File: src/sv/nba_pkg.sv
package nba_pkg;

  localparam int MAP_BITS = 4096;
  localparam int ROW_BITS = 64;
  localparam int ROWS     = MAP_BITS / ROW_BITS;
  localparam int IDX_W    = $clog2(MAP_BITS);
  localparam int CNT_W    = IDX_W + 1;
  localparam int COL_W    = $clog2(ROW_BITS);
  localparam int ROW_W    = IDX_W - COL_W;

  typedef enum logic [1:0] {
    ST_OK      = 2'd0,
    ST_FULL    = 2'd1,
    ST_DOUBLE  = 2'd2,
    ST_INVALID = 2'd3
  } status_t;

  typedef enum logic [1:0] {
    S_IDLE,
    S_RD,
    S_EXAM,
    S_DONE
  } state_t;

  localparam logic KIND_ALLOC = 1'b0;
  localparam logic KIND_FREE  = 1'b1;

  // lowest set bit of a row word
  function automatic logic [COL_W-1:0] first_one(input logic [ROW_BITS-1:0] v);
    logic [COL_W-1:0] pos;
    pos = '0;
    for (int i = ROW_BITS - 1; i >= 0; i--) begin
      if (v[i]) pos = COL_W'(i);
    end
    return pos;
  endfunction

endpackage

File: src/sv/nba_ram.sv
module nba_ram #(
  parameter int WIDTH = 8,
  parameter int DEPTH = 16
) (
  input  logic                     clk,
  input  logic                     we,
  input  logic [$clog2(DEPTH)-1:0] waddr,
  input  logic [WIDTH-1:0]         wdata,
  input  logic [$clog2(DEPTH)-1:0] raddr,
  output logic [WIDTH-1:0]         rdata
);

  logic [WIDTH-1:0] mem [DEPTH];

  always_ff @(posedge clk) begin
    if (we) mem[waddr] <= wdata;
    rdata <= mem[raddr];
  end

endmodule

File: src/sv/node_bitmap_allocator.sv
// a free goes from the accepted word through the row read and one examine step to the result
//   word; an allocate scans from row 0, one 64-node row per cycle, until it finds a free node
//   or reaches the last valid row (1..64 rows); the request rate is bounded by this scan of the
//   bitmap ram; a new request is taken while the previous result waits downstream
// reset: the node total returns to 4096 and the per-row valid flags clear at once, so the
//   bitmap reads as all free except node 0 with no clearing pass
module node_bitmap_allocator (
  input  logic        clk,
  input  logic        rst,
  input  logic        s_tvalid,
  output logic        s_tready,
  input  logic [15:0] s_tdata,   // node_index[11:0], zero fill
  input  logic        s_tuser,   // kind
  output logic        m_tvalid,
  input  logic        m_tready,
  output logic [31:0] m_tdata,   // status[1:0], allocated_index[13:2], free_count[26:14]
  input  logic        cfg_valid,
  output logic        cfg_ready,
  input  logic [12:0] cfg_data   // node total
);
  import nba_pkg::*;

  state_t state, state_next;

  logic [CNT_W-1:0] node_total;
  logic [CNT_W-1:0] used_count;
  logic             kind;
  logic [IDX_W-1:0] idx;
  logic [ROW_W-1:0] row;
  logic [ROWS-1:0]  row_valid;
  status_t          res_status;
  logic [IDX_W-1:0] res_alloc;

  logic                mem_we;
  logic [ROW_W-1:0]    mem_raddr;
  logic [ROW_BITS-1:0] mem_wdata;
  logic [ROW_BITS-1:0] mem_rdata;

  logic [CNT_W-1:0]    eff;
  logic [CNT_W-1:0]    last;
  logic [ROW_W-1:0]    last_row;
  logic [COL_W-1:0]    last_col;
  logic [ROW_BITS-1:0] word;
  logic [ROW_BITS-1:0] lim_mask;
  logic [ROW_BITS-1:0] cand;
  logic                found;
  logic [COL_W-1:0]    pos;
  logic [COL_W-1:0]    col;
  logic                free_bad;
  logic                exam_done;
  logic                out_free;
  logic [CNT_W-1:0]    free_count;

  nba_ram #(.WIDTH(ROW_BITS), .DEPTH(ROWS)) u_map (
    .clk   (clk),
    .we    (mem_we),
    .waddr (row),
    .wdata (mem_wdata),
    .raddr (mem_raddr),
    .rdata (mem_rdata)
  );

  // node total clamped to 1..MAP_BITS
  always_comb begin
    if (node_total == '0) eff = CNT_W'(1);
    else if (node_total > CNT_W'(MAP_BITS)) eff = CNT_W'(MAP_BITS);
    else eff = node_total;
  end

  assign last     = eff - CNT_W'(1);
  assign last_row = last[IDX_W-1:COL_W];
  assign last_col = last[COL_W-1:0];

  // rows never written read as reset contents: only node 0 used
  always_comb begin
    if (row_valid[row]) word = mem_rdata;
    else if (row == '0) word = ROW_BITS'(1);
    else word = '0;
  end

  assign lim_mask = (row != last_row) ? '1 : ({ROW_BITS{1'b1}} >> (COL_W'(ROW_BITS - 1) - last_col));
  assign cand     = ~word & lim_mask;
  assign found    = |cand;
  assign pos      = first_one(cand);
  assign col      = idx[COL_W-1:0];
  assign free_bad = (idx == '0) || ({1'b0, idx} >= eff);
  assign exam_done = (kind == KIND_FREE) || found || (row == last_row);
  assign out_free  = !m_tvalid || m_tready;
  assign free_count = (used_count >= eff) ? '0 : eff - used_count;

  always_comb begin
    state_next = state;
    unique case (state)
      S_IDLE: if (s_tvalid) state_next = S_RD;
      S_RD:   state_next = S_EXAM;
      S_EXAM: if (exam_done) state_next = S_DONE;
      S_DONE: if (out_free) state_next = S_IDLE;
      default: state_next = S_IDLE;
    endcase
  end

  always_comb begin
    s_tready  = (state == S_IDLE);
    cfg_ready = 1'b1;
    mem_raddr = row;
    mem_we    = 1'b0;
    mem_wdata = word;
    unique case (state)
      S_EXAM: begin
        // fetch the next row ahead while this one is examined
        mem_raddr = row + ROW_W'(1);
        if (kind == KIND_ALLOC) begin
          mem_we    = found;
          mem_wdata = word | (ROW_BITS'(1) << pos);
        end else begin
          mem_we    = !free_bad && word[col];
          mem_wdata = word & ~(ROW_BITS'(1) << col);
        end
      end
      default: ;
    endcase
  end

  always_ff @(posedge clk) begin
    if (rst) begin
      state      <= S_IDLE;
      node_total <= CNT_W'(MAP_BITS);
      used_count <= CNT_W'(1);
      row_valid  <= '0;
      m_tvalid   <= 1'b0;
    end else begin
      state <= state_next;
      if (cfg_valid && cfg_ready) node_total <= cfg_data;
      if (mem_we) row_valid[row] <= 1'b1;
      if (state == S_EXAM && exam_done) begin
        if (kind == KIND_ALLOC && found) used_count <= used_count + CNT_W'(1);
        if (kind == KIND_FREE && mem_we) used_count <= used_count - CNT_W'(1);
      end
      if (state == S_DONE && out_free) m_tvalid <= 1'b1;
      else if (m_tready) m_tvalid <= 1'b0;
    end
  end

  always_ff @(posedge clk) begin
    if (state == S_IDLE && s_tvalid) begin
      kind <= s_tuser;
      idx  <= s_tdata[IDX_W-1:0];
      row  <= (s_tuser == KIND_FREE) ? s_tdata[IDX_W-1:COL_W] : '0;
    end
    if (state == S_EXAM) begin
      if (!exam_done) row <= row + ROW_W'(1);
      if (kind == KIND_ALLOC) begin
        if (found) begin
          res_status <= ST_OK;
          res_alloc  <= {row, pos};
        end else begin
          res_status <= ST_FULL;
          res_alloc  <= '0;
        end
      end else begin
        res_alloc <= '0;
        if (free_bad) begin
          res_status <= ST_INVALID;
        end else if (!word[col]) begin
          res_status <= ST_DOUBLE;
        end else begin
          res_status <= ST_OK;
        end
      end
    end
    if (state == S_DONE && out_free) begin
      m_tdata <= {5'b0, free_count, res_alloc, res_status};
    end
  end

  a_used_bound: assert property (@(posedge clk) disable iff (rst)
    used_count <= CNT_W'(MAP_BITS))
    else $error("used count above map size");

  a_we_in_exam: assert property (@(posedge clk) disable iff (rst)
    mem_we |-> state == S_EXAM)
    else $error("bitmap write outside examine state");

  a_scan_range: assert property (@(posedge clk) disable iff (rst)
    (state == S_EXAM && kind == KIND_ALLOC) |-> row <= last_row)
    else $error("allocate scan ran past last valid row");

  a_alloc_one_bit: assert property (@(posedge clk) disable iff (rst)
    (mem_we && kind == KIND_ALLOC) |-> $countones(mem_wdata) == $countones(word) + 1)
    else $error("allocate write did not set exactly one bit");

  a_free_one_bit: assert property (@(posedge clk) disable iff (rst)
    (mem_we && kind == KIND_FREE) |-> $countones(mem_wdata) + 1 == $countones(word))
    else $error("free write did not clear exactly one bit");

endmodule
File: config.mk
export PLATFORM = sky130hd
export DESIGN_NAME = node_bitmap_allocator
export DESIGN_NICKNAME = d
export VERILOG_FILES = /design/src/sv/nba_pkg.sv /design/src/sv/nba_ram.sv /design/src/sv/node_bitmap_allocator.sv
export SDC_FILE = /design/constraint.sdc
export NUM_CORES = 2
export LEC_CHECK = 0
export BUFFER_PORTS_ARGS = -buffer_cell sky130_fd_sc_hd__clkbuf_2
export CAP_MARGIN = 40
export CORE_MARGIN = 2
export CORE_UTILIZATION = 28
export CTS_CLUSTER_DIAMETER = 60
export DETAILED_ROUTE_END_ITERATION = 10
export PLACE_DENSITY = 0.4
export SYNTH_ARGS = -nofsm -noshare
export SYNTH_HDL_FRONTEND = slang
export SYNTH_SLANG_ARGS = --single-unit
File: constraint.sdc
create_clock -name clk -period 11.3 [get_ports clk]
set_clock_uncertainty 0.2 [all_clocks]
set_input_delay 1.13 -clock clk [delete_from_list [all_inputs] [get_ports clk]]
set_output_delay 1.13 -clock clk [all_outputs]
set_load 0.01 [all_outputs]
==> reports/metrics.yaml <==
synth:
  netlist-cell-type-count: 108
  syn_area_per_cell_um2: 21.7
  async_flop_share_pct: 0
  yosysSeqAreaShare_pct: 75.5
  synthCells: 7800
  synth_edf_count: 4150
  syn_area_um2: 169000
  yosys_register_bits: 4313
  synth-main-ff-cell: "edfxtp_1"
  yosysWarnings: 0
power_and_ir_drop:
  p_switching_uw: 16100
  p_comb_share_pct: 33.2
  p_leak_uw: 0.0607
  ir_drop_mv: 0.318
  power.internal_uw: 34300
  seqPwrFrac_pct: 37.0
  power_density_nw_per_um2: 254
  swShare_pct: 32.0
  p_clk_share_pct: 29.8
sta:
  finalSetupTns_ps: 0
  max_freq_mhz: 106
  slew-limit-headroom_pct: 23.6
  period_share_pct: 83.1
  layout_min_cycle_time_ps: 9390
  finalMaxSlewViolations: 0
  rsz0062_at_grt: "no"
  tightest_slew_ps: 1150
  finalHoldViolations: 0
  finalSetupViolations: 0
floorplan:
  core-area_um2: 602000
  rows: 285
  die_h_um: 782
  io_pins: 70
  die_area_um2: 611000
  initial_core_util_pct: 28.1
  die_w_um: 782
clocking:
  clock-sinks: 4313
  insertion_delay_ps: 1070
  cts.repair.resized: 0
  cts_root_buf: "clkbuf_16"
  cts_made_buffers: 469
  clk_pin_slew_ps: 60
  cts_setup_buffers: 0
  cts_hold_buf: 8
  clockBufferDepth: 4
  cts_htree_levels: 5
  cts_tree: "built"
global_route:
  track_usage_pct: 18.1
  grt_pass1_vias: 88600
  grt_pass1_wl_um: 767000
  gr-total-overflow: 0
  antenna_found_initial: 53
  grt_max_degree: 117
drt:
  drt_drc_violations_left: 0
  routed_wl_um: 564000
  wl_per_cell_um: 33.7
  viasPerCell: 5.04
  drtIter0Drc: 9076
  firstDrtPassIters: 6
  postRouteAntennaNets: 0
  vias: 84500
worst_setup_path:
  critPathMaxFanout: 70
  crit_buf_inv: 7
  crit_family: "buffers and inverters"
  reg2reg_depth: 20
  worstSetupPathType: "reg2reg"
  worstSetupEndpointType: "flop"
  arrival_ps: 9840
  ff2ff_setup_slack_ps: 1910
  critPathSlowestCell: "dfxtp_1"
  crit_required_ps: 11750
  crit_top_cell: "buf_4"
  crit_path_start_kind: "flop"
  path_cells: "inv_1 > nand2_1 > ha_1 > inv_1 > a2111oi_0 > mux2i_1 > o31ai_2 > buf_4 > or4_4 > o21bai_1 > a31oi_1 > and4b_1 > nand2_1 > and4b_1 > o22ai_4 > buf_4 > nand3_1 > inv_6 > buf_16 > buf_4"
  slowest_delay_ps: 830
  r2r_end: "u_map.mem[55][32]$_DFFE_PP_"
  r2r_start: "node_total[12]$_SDFFE_PP1P_"
worst_hold_path:
  whs_endpoint: "idx[9]$_DFFE_PP_"
  hold_start: "s_tdata[9]"
  hp-class: "in2reg"
  holdPathStages: 1
cells_and_area:
  final_cells: 16800
  fin_area_um2: 199000
  nNetsFinal: 8388
  layout_commonest_cell: "edfxtp_1"
  layout_common_cells: "4150 x edfxtp_1, 1294 x mux4_2, 470 x clkbuf_16"
  syn_to_final_growth_pct: 17.5
  fillCellCount: 56800
  drive_gt1_share_pct: 30.1
  post-route-util_pct: 33.0
run_status:
  outcome: "completed"
place:
  gp_congestion: 0.892
  placed_area_um2: 184000
  place.detailed.hpwl_um: 322000
  dp_cells: 15900
  io_buffer_count: 59
flow_run:
  maxCapViolCount: 0
sequential cells by signal, indices dropped and copies added (netlist names):
signal,flops
idx,12
kind,1
m_tdata,27
m_tvalid,1
node_total,13
res_alloc,12
res_status,2
row,6
row_valid,64
state,2
u_map.mem,4096
u_map.rdata,64
used_count,13
power groups by stage:
stage | Combinational (µW) | Clock (µW) | Sequential, µW
global route | 17800 | 16000 | 18700
finish | 16700 | 15000 | 18700
floorplan | 11000 | 0 | 18800
global placement | 16800 | 0 | 19000
detailed placement | 17100 | 0 | 19000
CTS | 17200 | 15500 | 18600
how the worst max path moves through the flow:
stage | cells past startpoint | endpoint | start
floorplan | 22 | u_map.mem[0][29]$_DFFE_PP_ | node_total[6]$_SDFFE_PP0P_
global placement | 20 | u_map.mem[55][43]$_DFFE_PP_ | node_total[12]$_SDFFE_PP1P_
detailed placement | 20 | u_map.mem[55][24]$_DFFE_PP_ | node_total[12]$_SDFFE_PP1P_
CTS | 20 | u_map.mem[55][32]$_DFFE_PP_ | node_total[12]$_SDFFE_PP1P_
global route | 19 | u_map.mem[24][15]$_DFFE_PP_ | node_total[12]$_SDFFE_PP1P_
finish | 20 | u_map.mem[55][32]$_DFFE_PP_ | node_total[12]$_SDFFE_PP1P_
cells in the mapped netlist (76+ instances only):
cell | count | area, µm²
nand2_1 | 299 | 1120
edfxtp_1 | 4150 | 125000
clkbuf_1 | 259 | 972
a31oi_1 | 112 | 701
mux4_2 | 1294 | 29100
a21oi_1 | 86 | 430
o21ai_0 | 95 | 475
a211oi_1 | 76 | 571
inv_1 | 106 | 398
nand3_1 | 76 | 380
nor2_1 | 188 | 706
dfxtp_1 | 163 | 3260
and2_1 | 76 | 475
buf_1 | 125 | 469
layout make-up:
class,instances,area [µm²],area share (%)
repair buffers,480,5100,2.56
inverters,107,507,0.255
multi-input cells,2936,40300,20.3
clock inverters,274,2650,1.33
well taps,8036,10100,5.06
diodes,11,27.5,0.0138
flip-flops and latches,4313,128000,64.3
clock buffers,605,12400,6.21
kinds of logic (layout without fill, tap and decap cells):
logic type / Yosys count / count (layout) / synth area share [%]
AO/OA/AOI/OAI: 659 / 659 / 2.68
multiplexers: 1341 / 1341 / 17.5
adder cells (fa/ha/maj): 46 / 46 / 0.349
XOR/XNOR: 24 / 24 / 0.124
flip-flops: 4313 / 4313 / 75.5
buffers and inverters: 555 / 1466 / 1.34
AND/OR/NAND/NOR: 860 / 860 / 2.46
other: 2 / 17 / 0.00444
metal layers:
layer / share of wire (%) / vias to the layer above / track usage [%]
met3: 6.0 / 626 / 3.19
met4: 2.6 / 2 / 4.39
met5: 0.0023 / - / 0
met2: 48 / 2688 / 29.8
met1: 43 / 47100 / 24.8
li1: - / 34100 / -
through the flow:
stage	hold slack, ps	worst slack [ps]	total power [µW]
3_3_place_gp	210	1930	35800
6_report	153	1910	50400
3_5_place_dp	205	2110	36100
4_1_cts	25.1	2070	51300
2_1_floorplan	200	2900	29800
5_1_grt	90.8	1580	52500
No activity file was read; power rests on OpenSTA's default activity.
